==> src/lkv_pkg.sv <==
// Package for the LRU key-value store: controller states, control word,
// operation and register codes. No dependencies.
package lkv_pkg;

  localparam int CAP_W  = 5;
  localparam int CFG_AW = 3;
  localparam int CFG_DW = 32;

  localparam logic [CAP_W-1:0] CAP_RESET = 5'd16;

  localparam logic FUNC_PUT = 1'b0;
  localparam logic FUNC_GET = 1'b1;

  localparam logic REG_CAPACITY = 1'b0;

  typedef enum logic [1:0] {
    ST_IDLE,
    ST_SCAN,
    ST_UPDATE,
    ST_DONE
  } lkv_state_t;

  typedef struct packed {
    logic idle;
    logic scan_clr;
    logic scan_vld;
    logic upd_vld;
    logic out_load;
  } lkv_ctrl_t;

endpackage

==> src/lkv_ram.sv <==
// Generic single-port-write, single-port-read RAM with registered read data.
// No dependencies.
module lkv_ram #(
  parameter int WIDTH = 8,
  parameter int DEPTH = 16
) (
  input  logic                     clk,
  input  logic                     we,
  input  logic [$clog2(DEPTH)-1:0] waddr,
  input  logic [WIDTH-1:0]         wdata,
  input  logic [$clog2(DEPTH)-1:0] raddr,
  output logic [WIDTH-1:0]         rdata
);

  logic [WIDTH-1:0] mem_r [DEPTH];

  always_ff @(posedge clk) begin
    if (we) begin
      mem_r[waddr] <= wdata;
    end
    rdata <= mem_r[raddr];
  end

endmodule

==> src/lkv_ctrl.sv <==
// Sequencer of the LRU key-value store: runs the scan pass and the
// write-back pass over the entry memory. Depends on lkv_pkg.
module lkv_ctrl #(
  parameter int DEPTH = 16
) (
  input  logic                     clk,
  input  logic                     rst_n,
  input  logic                     in_fire,
  input  logic                     out_free,
  output lkv_pkg::lkv_ctrl_t       ctrl,
  output logic [$clog2(DEPTH)-1:0] raddr,
  output logic [$clog2(DEPTH)-1:0] dat_idx
);
  import lkv_pkg::*;

  localparam int IW = $clog2(DEPTH);
  localparam logic [IW:0] LAST = (IW+1)'(DEPTH);

  lkv_state_t    state_r, state_nxt;
  logic [IW:0]   cnt_r, cnt_nxt;
  logic          dvld_r;
  logic [IW-1:0] dat_idx_r;
  logic          cnt_last;

  assign cnt_last = (cnt_r == LAST);
  assign raddr    = cnt_last ? '0 : cnt_r[IW-1:0];
  assign dat_idx  = dat_idx_r;

  always_comb begin
    state_nxt = state_r;
    case (state_r)
      ST_IDLE: begin
        if (in_fire) begin
          state_nxt = ST_SCAN;
        end
      end
      ST_SCAN: begin
        if (cnt_last) begin
          state_nxt = ST_UPDATE;
        end
      end
      ST_UPDATE: begin
        if (cnt_last) begin
          state_nxt = ST_DONE;
        end
      end
      ST_DONE: begin
        if (out_free) begin
          state_nxt = ST_IDLE;
        end
      end
      default: state_nxt = ST_IDLE;
    endcase
  end

  always_comb begin
    cnt_nxt = '0;
    case (state_r)
      ST_SCAN, ST_UPDATE: begin
        cnt_nxt = cnt_last ? '0 : cnt_r + (IW+1)'(1);
      end
      default: cnt_nxt = '0;
    endcase
  end

  always_comb begin
    ctrl.idle     = (state_r == ST_IDLE);
    ctrl.scan_clr = (state_r == ST_IDLE) && in_fire;
    ctrl.scan_vld = (state_r == ST_SCAN) && dvld_r;
    ctrl.upd_vld  = (state_r == ST_UPDATE) && dvld_r;
    ctrl.out_load = (state_r == ST_DONE) && out_free;
  end

  always_ff @(posedge clk) begin
    if (!rst_n) begin
      state_r <= ST_IDLE;
      cnt_r   <= '0;
      dvld_r  <= 1'b0;
    end else begin
      state_r <= state_nxt;
      cnt_r   <= cnt_nxt;
      dvld_r  <= ((state_r == ST_SCAN) || (state_r == ST_UPDATE)) && !cnt_last;
    end
  end

  always_ff @(posedge clk) begin
    dat_idx_r <= raddr;
  end

endmodule

==> src/lkv_scan.sv <==
// Compare unit of the LRU key-value store: one entry a cycle, it tracks the
// key match, the oldest valid entry and the first free slot. Depends on lkv_pkg.
module lkv_scan #(
  parameter int DEPTH       = 16,
  parameter int KEY_WIDTH   = 32,
  parameter int VALUE_WIDTH = 32
) (
  input  logic                     clk,
  input  logic                     rst_n,
  input  lkv_pkg::lkv_ctrl_t       ctrl,
  input  logic [$clog2(DEPTH)-1:0] dat_idx,
  input  logic                     rd_vbit,
  input  logic [KEY_WIDTH-1:0]     rd_key,
  input  logic [VALUE_WIDTH-1:0]   rd_value,
  input  logic [$clog2(DEPTH)-1:0] rd_age,
  input  logic [KEY_WIDTH-1:0]     key,
  output logic                     match_found,
  output logic [$clog2(DEPTH)-1:0] match_idx,
  output logic [$clog2(DEPTH)-1:0] match_age,
  output logic [VALUE_WIDTH-1:0]   match_value,
  output logic                     old_found,
  output logic [$clog2(DEPTH)-1:0] old_idx,
  output logic [KEY_WIDTH-1:0]     old_key,
  output logic [VALUE_WIDTH-1:0]   old_value,
  output logic                     free_found,
  output logic [$clog2(DEPTH)-1:0] free_idx
);
  import lkv_pkg::*;

  localparam int IW = $clog2(DEPTH);

  logic          match_found_r, old_found_r, free_found_r;
  logic [IW-1:0] match_idx_r, match_age_r, old_idx_r, old_age_r, free_idx_r;
  logic [VALUE_WIDTH-1:0] match_value_r, old_value_r;
  logic [KEY_WIDTH-1:0]   old_key_r;
  logic          take_match, take_old, take_free;

  assign take_match = ctrl.scan_vld && rd_vbit && (rd_key == key) && !match_found_r;
  assign take_old   = ctrl.scan_vld && rd_vbit && (!old_found_r || (rd_age > old_age_r));
  assign take_free  = ctrl.scan_vld && !rd_vbit && !free_found_r;

  always_ff @(posedge clk) begin
    if (!rst_n || ctrl.scan_clr) begin
      match_found_r <= 1'b0;
      old_found_r   <= 1'b0;
      free_found_r  <= 1'b0;
    end else begin
      if (take_match) begin
        match_found_r <= 1'b1;
      end
      if (take_old) begin
        old_found_r <= 1'b1;
      end
      if (take_free) begin
        free_found_r <= 1'b1;
      end
    end
  end

  always_ff @(posedge clk) begin
    if (take_match) begin
      match_idx_r   <= dat_idx;
      match_age_r   <= rd_age;
      match_value_r <= rd_value;
    end
    if (take_old) begin
      old_idx_r   <= dat_idx;
      old_age_r   <= rd_age;
      old_key_r   <= rd_key;
      old_value_r <= rd_value;
    end
    if (take_free) begin
      free_idx_r <= dat_idx;
    end
  end

  assign match_found = match_found_r;
  assign match_idx   = match_idx_r;
  assign match_age   = match_age_r;
  assign match_value = match_value_r;
  assign old_found   = old_found_r;
  assign old_idx     = old_idx_r;
  assign old_key     = old_key_r;
  assign old_value   = old_value_r;
  assign free_found  = free_found_r;
  assign free_idx    = free_idx_r;

endmodule

==> src/lru_key_value_store.sv <==
// Top level of the LRU key-value store: configuration port, valid bits,
// occupancy, age update and result register. Depends on lkv_pkg, lkv_ram,
// lkv_ctrl and lkv_scan.
//
// Each word runs two passes over the single entry memory, one entry a cycle,
// and then the result is loaded. The first pass is a scan for the key, the
// oldest entry and the first free slot. The second is a write-back pass that
// updates the age ranks and, for a put, stores the new value (and, on a miss,
// the new key). The next word is taken as soon as the result is loaded, even
// while that result still waits on out_ready; a new word is not taken before
// the last one is loaded. A result that is still waiting when the next one is
// ready holds the block until out_ready.
module lru_key_value_store #(
  parameter int DEPTH       = 16,
  parameter int KEY_WIDTH   = 32,
  parameter int VALUE_WIDTH = 32
) (
  input  logic                       clk,
  input  logic                       rst_n,
  input  logic                       in_valid,
  output logic                       in_ready,
  input  logic                       in_func,
  input  logic [KEY_WIDTH-1:0]       in_key,
  input  logic [VALUE_WIDTH-1:0]     in_value,
  output logic                       out_valid,
  input  logic                       out_ready,
  output logic                       out_hit,
  output logic [VALUE_WIDTH-1:0]     out_read_value,
  output logic                       out_evicted,
  output logic [KEY_WIDTH-1:0]       out_evicted_key,
  output logic [VALUE_WIDTH-1:0]     out_evicted_value,
  input  logic                       psel,
  input  logic                       penable,
  input  logic                       pwrite,
  input  logic [lkv_pkg::CFG_AW-1:0] paddr,
  input  logic [lkv_pkg::CFG_DW-1:0] pwdata,
  output logic [lkv_pkg::CFG_DW-1:0] prdata,
  output logic                       pready
);
  import lkv_pkg::*;

  localparam int IW = $clog2(DEPTH);
  localparam int OW = $clog2(DEPTH + 1);
  localparam int XW = (OW > CAP_W) ? OW : CAP_W;
  localparam int MW = KEY_WIDTH + VALUE_WIDTH + IW;

  lkv_ctrl_t ctrl;
  logic      in_fire, out_free;

  logic [CAP_W-1:0]       cap_r;
  logic [DEPTH-1:0]       valid_r, valid_nxt;
  logic [OW-1:0]          occ_r, occ_nxt;
  logic                   func_r;
  logic [KEY_WIDTH-1:0]   key_r;
  logic [VALUE_WIDTH-1:0] value_r;

  logic                   out_valid_r, out_hit_r, out_evicted_r;
  logic [VALUE_WIDTH-1:0] out_read_value_r, out_evicted_value_r;
  logic [KEY_WIDTH-1:0]   out_evicted_key_r;

  logic [IW-1:0]          raddr, dat_idx;
  logic [MW-1:0]          rdata, wdata;
  logic [KEY_WIDTH-1:0]   rd_key, wr_key;
  logic [VALUE_WIDTH-1:0] rd_value, wr_value;
  logic [IW-1:0]          rd_age, wr_age;
  logic                   rd_vbit;

  logic                   match_found, old_found, free_found;
  logic [IW-1:0]          match_idx, match_age, old_idx, free_idx, slot;
  logic [VALUE_WIDTH-1:0] match_value, old_value;
  logic [KEY_WIDTH-1:0]   old_key;

  logic [XW-1:0]          cap_x, cap_eff;
  logic                   get_hit, put_hit, put_miss, evict;

  assign in_fire  = in_valid && in_ready;
  assign out_free = !out_valid_r || out_ready;
  assign in_ready = ctrl.idle;

  // Configuration port.
  assign pready = 1'b1;
  assign prdata = (paddr[2] == REG_CAPACITY) ? CFG_DW'(cap_r) : '0;

  always_ff @(posedge clk) begin
    if (!rst_n) begin
      cap_r <= CAP_RESET;
    end else if (psel && penable && pwrite && pready && (paddr[2] == REG_CAPACITY)) begin
      cap_r <= pwdata[CAP_W-1:0];
    end
  end

  always_ff @(posedge clk) begin
    if (in_fire) begin
      func_r  <= in_func;
      key_r   <= in_key;
      value_r <= in_value;
    end
  end

  lkv_ctrl #(
    .DEPTH(DEPTH)
  ) u_ctrl (
    .clk     (clk),
    .rst_n   (rst_n),
    .in_fire (in_fire),
    .out_free(out_free),
    .ctrl    (ctrl),
    .raddr   (raddr),
    .dat_idx (dat_idx)
  );

  lkv_ram #(
    .WIDTH(MW),
    .DEPTH(DEPTH)
  ) u_ram (
    .clk  (clk),
    .we   (ctrl.upd_vld),
    .waddr(dat_idx),
    .wdata(wdata),
    .raddr(raddr),
    .rdata(rdata)
  );

  assign rd_key   = rdata[MW-1 -: KEY_WIDTH];
  assign rd_value = rdata[IW +: VALUE_WIDTH];
  assign rd_age   = rdata[IW-1:0];
  assign rd_vbit  = valid_r[dat_idx];

  lkv_scan #(
    .DEPTH      (DEPTH),
    .KEY_WIDTH  (KEY_WIDTH),
    .VALUE_WIDTH(VALUE_WIDTH)
  ) u_scan (
    .clk        (clk),
    .rst_n      (rst_n),
    .ctrl       (ctrl),
    .dat_idx    (dat_idx),
    .rd_vbit    (rd_vbit),
    .rd_key     (rd_key),
    .rd_value   (rd_value),
    .rd_age     (rd_age),
    .key        (key_r),
    .match_found(match_found),
    .match_idx  (match_idx),
    .match_age  (match_age),
    .match_value(match_value),
    .old_found  (old_found),
    .old_idx    (old_idx),
    .old_key    (old_key),
    .old_value  (old_value),
    .free_found (free_found),
    .free_idx   (free_idx)
  );

  // A capacity of zero acts as one, and a capacity above DEPTH as DEPTH.
  assign cap_x   = XW'(cap_r);
  assign cap_eff = (cap_r == '0) ? XW'(1) :
                   ((cap_x > XW'(DEPTH)) ? XW'(DEPTH) : cap_x);

  assign get_hit  = (func_r == FUNC_GET) && match_found;
  assign put_hit  = (func_r == FUNC_PUT) && match_found;
  assign put_miss = (func_r == FUNC_PUT) && !match_found;
  assign evict    = put_miss && old_found && (XW'(occ_r) >= cap_eff);
  assign slot     = (free_found && (!evict || (free_idx < old_idx))) ? free_idx : old_idx;

  always_comb begin
    wr_key   = rd_key;
    wr_value = rd_value;
    wr_age   = rd_age;
    if (get_hit) begin
      if (rd_vbit && (rd_age > match_age)) begin
        wr_age = rd_age - IW'(1);
      end
    end else if (put_hit) begin
      if (dat_idx == match_idx) begin
        wr_value = value_r;
        wr_age   = '0;
      end else if (rd_vbit && (rd_age < match_age)) begin
        wr_age = rd_age + IW'(1);
      end
    end else if (put_miss) begin
      if (dat_idx == slot) begin
        wr_key   = key_r;
        wr_value = value_r;
        wr_age   = '0;
      end else if (rd_vbit && !(evict && (dat_idx == old_idx))) begin
        wr_age = rd_age + IW'(1);
      end
    end
  end

  assign wdata = {wr_key, wr_value, wr_age};

  always_comb begin
    valid_nxt = valid_r;
    occ_nxt   = occ_r;
    if (get_hit) begin
      valid_nxt[match_idx] = 1'b0;
      occ_nxt              = occ_r - OW'(1);
    end else if (put_miss) begin
      if (evict) begin
        valid_nxt[old_idx] = 1'b0;
      end else begin
        occ_nxt = occ_r + OW'(1);
      end
      valid_nxt[slot] = 1'b1;
    end
  end

  always_ff @(posedge clk) begin
    if (!rst_n) begin
      valid_r     <= '0;
      occ_r       <= '0;
      out_valid_r <= 1'b0;
    end else begin
      if (ctrl.out_load) begin
        valid_r     <= valid_nxt;
        occ_r       <= occ_nxt;
        out_valid_r <= 1'b1;
      end else if (out_ready) begin
        out_valid_r <= 1'b0;
      end
    end
  end

  always_ff @(posedge clk) begin
    if (ctrl.out_load) begin
      out_hit_r           <= get_hit;
      out_read_value_r    <= get_hit ? match_value : '0;
      out_evicted_r       <= evict;
      out_evicted_key_r   <= evict ? old_key : '0;
      out_evicted_value_r <= evict ? old_value : '0;
    end
  end

  assign out_valid         = out_valid_r;
  assign out_hit           = out_hit_r;
  assign out_read_value    = out_read_value_r;
  assign out_evicted       = out_evicted_r;
  assign out_evicted_key   = out_evicted_key_r;
  assign out_evicted_value = out_evicted_value_r;

`ifndef SYNTHESIS
  a_occ_matches_valid: assert property (@(posedge clk) disable iff (!rst_n)
    $countones(valid_r) == int'(occ_r))
    else $error("Occupancy does not match the number of valid entries.");

  a_occ_bound: assert property (@(posedge clk) disable iff (!rst_n)
    int'(occ_r) <= DEPTH)
    else $error("Occupancy exceeds the store depth.");

  a_busy_after_accept: assert property (@(posedge clk) disable iff (!rst_n)
    in_fire |=> !in_ready)
    else $error("A second word was taken while the first was still in work.");

  a_result_from_load: assert property (@(posedge clk) disable iff (!rst_n)
    $rose(out_valid_r) |-> $past(ctrl.out_load))
    else $error("A result appeared without a completed operation.");
`endif

endmodule
==> config.mk <==
export PLATFORM = sky130hd
export DESIGN_NAME = lru_key_value_store
export DESIGN_NICKNAME = d
export VERILOG_FILES = /design/src/lkv_pkg.sv /design/src/lkv_ram.sv /design/src/lkv_ctrl.sv /design/src/lkv_scan.sv /design/src/lru_key_value_store.sv
export SDC_FILE = /design/constraint.sdc
export NUM_CORES = 2
export LEC_CHECK = 0
export ABC_CLOCK_PERIOD_IN_PS = 9000
export BUFFER_PORTS_ARGS = -buffer_cell sky130_fd_sc_hd__buf_2
export CORE_MARGIN = 2
export CORE_UTILIZATION = 35
export CTS_BUF_LIST = sky130_fd_sc_hd__clkbuf_8
export DETAILED_ROUTE_END_ITERATION = 8
export SLEW_MARGIN = 20
export SYNTH_ARGS = -nofsm -noshare
export SYNTH_HDL_FRONTEND = slang
export SYNTH_SLANG_ARGS = --single-unit
==> constraint.sdc <==
create_clock -name clk -period 9 [get_ports clk]
set_input_delay 0.9 -clock clk [delete_from_list [all_inputs] [get_ports clk]]
set_output_delay 0.9 -clock clk [all_outputs]
set_load 0.02 [all_outputs]
* Word level (Yosys, flattened, before mapping)
Memories as Yosys holds them, arrays and structs flattened. A register that Yosys moved wholly into a read port is not among the register bits. Index checks and enable logic that the tools add are counted.
Cells by class: $add $sub $neg 5, $lt $le $gt $ge 13, equal/unequal tests 13, mux-type cells 47, bitwise operators 9, reductions and logical operators 51
Operators by type and width (number):
- 32-bit two-way mux | 9
- 16-bit two-way mux | 5
- 4-bit two-way mux | 10
- 16-bit bitwise AND | 2
- 32-bit equality test | 1
- 16-bit inverter | 2
- 5-bit two-way mux | 6
- 1-bit logical AND | 28
- 4-bit by 5-bit < comparator with 1-bit output, second input constant | 4
- 16-bit OR | 1
- 1-bit demux with 4-bit select | 3
- 4-bit equality test | 3
- 4-bit by 1-bit >= comparator with 1-bit output, second input constant | 3
- 5-bit by 1-bit adder with 5-bit output, second input constant | 2
- 1-bit logical NOT | 9
- 4-bit greater-than comparator | 2
- 4-bit < comparator | 2
- 1-bit two-way mux | 8
- 2-bit two-way mux | 4
- 2-bit by 1-bit inequality test with 1-bit output, second input constant | 4
- 2-bit case mux with 4 select lines | 1
- 5-bit equality test, second input constant | 1
- 5-bit >= comparator | 1
- 5-bit greater-than comparator, second input constant | 1
- 17 further kinds | 26
Word-level totals: bits in registers 321, bits in writable memories 1088, input bits 107, output and inout port bits 133, logic and storage cells 166, memories kept 1
Memory list:
- u_ram.mem_r | depth 16, bits a word 68, rd ports 1, clocked after memory_dff 1, write ports 1, RTL line lkv_ram.sv:15 | logic [WIDTH-1:0] mem_r [DEPTH];

* Depth between registers and ports, before layout
word-level depth 16, depth in mapped cells 16, depth with buffers taken out 12

* Cells and area by module
Synthesis repeated with hierarchy kept, for this count alone.
Unflattened totals: cell total of the unflattened synthesis 2711, area total of the unflattened synthesis 55911.1 um2
By module, submodules not included:
- lkv_ram | times used 1, cells an instance 1750, area each 41982.8 um2, sequential area each 34032.6 um2
- lru_key_value_store | times used 1, cells an instance 719, area each 9334.0 um2, sequential area each 5435.2 um2
- lkv_scan | times used 1, cells an instance 186, area each 4051.4 um2, sequential area each 3543.4 um2
- lkv_ctrl | times used 1, cells an instance 56, area each 543.0 um2, sequential area each 240.2 um2

* Worst setup path after synthesis
No wires, ideal clock.
path type in2reg, start input out_ready, end register valid_r[10], setup time 76 ps, arrival time 6542 ps, data required time 8924 ps, setup slack 2382 ps, stages 7, buffers on the path 0, cells stage by stage nor2b_1 > nor2b_1 > nor2b_1 > nand2_1 > a21oi_1 > nand2_1 > a21boi_0
RTL lines:
- from (decl) | RTL line lru_key_value_store.sv:26 | input logic out_ready,
- to (signal assigned) | RTL line lru_key_value_store.sv:217 | valid_r <= valid_nxt;
- to (decl) | RTL line lru_key_value_store.sv:51 | logic [DEPTH-1:0] valid_r, valid_nxt;

* Worst setup path in the final report
start register u_ctrl.cnt_r[0], end register u_ram.rdata[35], read port of u_ram.mem_r
Between the ends: longest elaborated chain between the ends 2
Ends and longest elaborated chain:
- from (decl) | RTL line lkv_ctrl.sv:20 | logic [IW:0] cnt_r, cnt_nxt;
- from (signal assigned) | RTL line lkv_ctrl.sv:81 | cnt_r <= cnt_nxt;
- 5-bit equality test | RTL line lkv_ctrl.sv:25 | assign cnt_last = (cnt_r == LAST);
- 4-bit two-way mux (*) | RTL line lkv_ctrl.sv:26 | assign raddr = cnt_last ? '0 : cnt_r[IW-1:0];
- to (decl) | RTL line lkv_ram.sv:12 | output logic [WIDTH-1:0] rdata
Every way passes the cells marked *; elsewhere a longest branch is shown, timed or not. A chain may end at the register's enable or synchronous reset.

==> flow_results.org <==
** Status
- Outcome :: complete, no violations

** Drt
- In the final routed layout, each cell accounts on average for 23.3 µm.
- Detailed Route WL :: 153000 µm
- First-iteration detailed-routing DRC count :: between 3000 and 4000
- DRC errors left :: 0
- Post-DR vias/cell :: 5.34
- For this block, the via count after detailed routing is 35100.
- Number of antenna-violating nets in the routed design :: 0
- The pre-antenna-repair detailed-routing pass consisted of 8 iterations.

** Synth
- Flip-flop and latch count after synthesis :: 1477
- By area, the combinational part of the netlist is dominated by compound AO/OA/AOI/OAI gates.
- Mean instance size in the synthesized netlist :: 14.6 µm²
- Multiplexer area fraction after synthesis :: 0.0219
- Of the total synthesized cell area, the portion taken by AND, OR, NAND and NOR gates is 0.0862.
- Of the total synthesized cell area, the portion taken by full adders, half adders and majority gates is 0.00680.
- During synthesis, Yosys emitted a total of 0 warnings.
- The share of the synthesized area in compound gates (AO/OA/AOI/OAI) was 0.108.
- Number of synthesized flops with an enable pin :: 1367
- Top flip-flop cell by instance count after synthesis :: edfxtp_1
- Register area share after synthesis :: 0.744
- Most used standard cells in the synthesized netlist :: edfxtp_1 (1367), nand2_1 (592), clkbuf_1 (257)
- Of the total synthesized cell area, the portion taken by XOR and XNOR cells is 0.00813.
- Async set-reset flop share out of synthesis :: 0
- Largest area contributor in the netlist :: edfxtp_1
- The netlist uses 66 different library cells.
- Top-count cell post-synth :: edfxtp_1
- Synthesized cell area :: 58100 µm²
- Synthesis handed over a netlist of 3982 instances.
- Portion of synthesized cell area occupied by the leading cell type :: 0.706
- Sorting the synthesized cells by area gives the leading types as edfxtp_1 (71%), nand2_1 (3.8%), dfxtp_1 (3.8%).

** Clock tree
- Hold repair after CTS inserted 0 buffers.
- Clk slew on worst S/H paths :: approximately 60 ps
- Clock tree root driver cell :: clkbuf_8
- Clock Tree Buf Depth :: 3
- Post-CTS resize count :: 0
- CTS saw 1477 sinks.
- TritonCTS created 235 clock buffers.
- The number of setup buffers added after CTS is 0.
- Maximum level of the CTS H-tree :: 4
- Clock tree from TritonCTS :: yes
- Later-pin clock latency in the skew report :: roughly 960 ps

** STA
- Final Max Slew Viols :: 0
- Static timing analysis puts the maximum clock frequency at 0.195 GHz.
- Setup violations remaining at the end of the flow were counted as 0.
- For the pin with the worst max-slew slack, the measured transition is 1130 ps.
- Slew HR :: 0.246
- Setup repair after global routing left no endpoint under its margin.
- In the finished design, the share of the clock period the worst path needs comes to 0.570.
- Final number of hold-violating endpoints :: 0
- Setup total negative slack on the finished layout was measured at 0 ps.
- Post-layout min period :: 5130 ps
- Clock skew on the completed layout was measured at 46.5 ps.
- On the final layout, the worst hold slack is 114 ps.

** Setup path
- Required time at the worst-slack endpoint :: 9860 ps
- In this run the critical register-to-register path is launched from u_ctrl.cnt_r[0]$_SDFF_PP0_.
- Critical Path Start Type :: register
- The worst register-to-register path has a setup slack of 3870 ps.
- Of all nets on the critical path, the largest fanout is 83.
- Number of cells on the worst reg-to-reg path :: 10
- CP Capture Type :: register
- Category of the critical setup timing path :: register to register
- Terminus of the critical flop-to-flop path :: u_ram.rdata[35]$_DFF_P_
- Data arrival at the endpoint of the critical path :: 5990 ps

** Global routing
- Overall fraction of global-route tracks in use :: 0.176
- Entering global routing, the biggest net connects 161 pins.
- For this run, global-route usage on met3 was measured as 0.0260.
- The layer flagged by global routing as most heavily used is met2.
- Global Route met2 Usage :: 0.291
- Summed over all layers, the global routing overflow is 0.
- Met1 global-route usage :: 0.233
- The first global-routing pass estimated between 200000 and 250000 µm of wire.
- The via count of the first global-routing pass was 33800.
- The initial antenna violation count was 5.

** Power and ir drop
- The design draws 18.1 mW.
- For this design the ratio of total power to cell area is 274 nW/µm².
- Across the VDD grid, the largest voltage drop is 0.190 mV.
- Static Leakage :: between 20 and 25 nW

** Cells and area
- Final nets :: 4319
- Compared with the post-synthesis result, the final layout area differs by 13.7%.
- The finished cells cover 66100 µm².
- The filler cells instantiated in the layout total 15300.
- Share of final-layout standard cells stronger than drive strength 1 :: 0.147

** Place
- Once placement finished, the instance area stood at 61300 µm².
- The HPWL after detailed placement is 74300 µm.
- Routability congestion estimate :: 0.799
- Port buffering added 182 buffers.

** Floorplan
- In this run the horizontal extent of the chip is a little over 400 µm.
- The initial utilization of the core area, before any placement, comes to 0.352.
- The initialized floorplan defines 149 standard-cell rows.
- Top Ports :: 240
- The floorplan step defined a die boundary enclosing 169000 µm².
- From bottom edge to top edge, the die measures slightly above 400 µm.
- After floorplanning, the core was sized to cover roughly 160000 µm².

** Run
- Number of violations of the max-capacitance limit :: 0

** Min path
- Along the worst hold path, the cell count comes to 1.
- In this run the most critical hold path is launched from in_value[3].
- The worst hold path belongs to the class input port to register.
- The path with the worst hold slack has its endpoint at value_r[3]$_DFFE_PP_.
## how the worst max path moves through the flow
stage,start,endpoint,slack [ps],depth (start not counted)
2_1_floorplan,out_ready,valid_r[10]$_SDFFE_PN0P_,2380,7
3_3_place_gp,u_ctrl.cnt_r[0]$_SDFF_PP0_,u_ram.rdata[18]$_DFF_P_,3830,10
3_5_place_dp,u_ctrl.cnt_r[0]$_SDFF_PP0_,u_ram.rdata[3]$_DFF_P_,3800,10
4_1_cts,u_ctrl.cnt_r[0]$_SDFF_PP0_,u_ram.rdata[3]$_DFF_P_,3800,10
5_1_grt,u_ctrl.cnt_r[0]$_SDFF_PP0_,u_ram.rdata[25]$_DFF_P_,3470,10
6_report,u_ctrl.cnt_r[0]$_SDFF_PP0_,u_ram.rdata[35]$_DFF_P_,3870,10
## critical path: stages, from the launching register on
cell	delay, ps
dfxtp_4	980
inv_6	570
ha_1	410
nand3_1	280
nand2_4	450
inv_6	690
buf_4	880
o221ai_1	260
o21ai_0	140
a21oi_1	100
a21oi_1	170
## layout by cell type (no fill, tap or decap), types with 32 or more instances in the layout
cell type,instances
nand2_1,590
mux2_2,32
and2_1,102
a21oi_1,152
xor2_1,34
edfxtp_1,1367
o21ai_0,123
dfxtp_1,107
a311oi_1,204
nor2b_1,164
a22oi_1,32
o221ai_1,69
clkinv_1,39
buf_4,64
inv_1,115
o22ai_1,69
clkbuf_8,261
mux2i_1,80
nor3_1,36
buf_2,182
a211oi_1,137
nand3_1,86
a311o_1,32
## metal layers
metal / vias up / share of wire
li1: 15800 / -
met1: 17700 / 0.42
met2: 1304 / 0.48
met3: 305 / 0.062
met4: 2 / 0.030
met5: - / 0.00010
## logic make-up after synthesis
kind of cell / after synthesis
compound gates: 881
xor+xnor: 54
fa+ha+maj: 31
buf+inv: 345
flops: 1477
mux: 117
other cells: 2
simple gates: 1075
## cell type report
cell class | count | area [µm²] | area share
Antenna cell | 4 | 10.0 | 0.000151
Clock buffer | 261 | 3590 | 0.0544
Clock inverter | 182 | 1130 | 0.0171
Inverter | 31 | 134 | 0.00203
Multi-Input combinational cell | 2186 | 13800 | 0.208
Sequential cell | 1477 | 43300 | 0.655
Tap cell | 2189 | 2740 | 0.0414
Timing Repair Buffer | 250 | 1460 | 0.0221
## sequential cells by signal, summed over array words and instances, names as in the netlist, 5 cells and up
register            cells
valid_r                16
out_evicted_key        32
out_read_value         32
u_scan.old_key         32
value_r                32
out_evicted_value      32
u_ctrl.cnt_r            5
u_scan.old_value       32
u_ram.rdata            68
key_r                  32
u_scan.match_value     32
occ_r                   5
u_ram.mem_r          1088
cap_r                   5
## power by group
group	total (mW)	leakage, nW	switching (mW)	internal [mW]
sequential	9.03	13.4	0.402	8.63
clock	5.66	2.76	2.67	2.99
combinational	3.42	5.63	2.46	0.965
total	18.1	21.8	5.53	12.6
## metrics by stage
step | setup WS, ps | cells | utilization
global route | 3470 | 6578 | 0.401
floorplan | 2380 | 4008 | -
detailed placement | 3800 | 6132 | 0.372
finish | 3870 | 6580 | 0.401
global placement | 3830 | 6132 | 0.372
CTS | 3800 | 6575 | 0.400
Note: power is estimated with default switching activity, not from simulation.
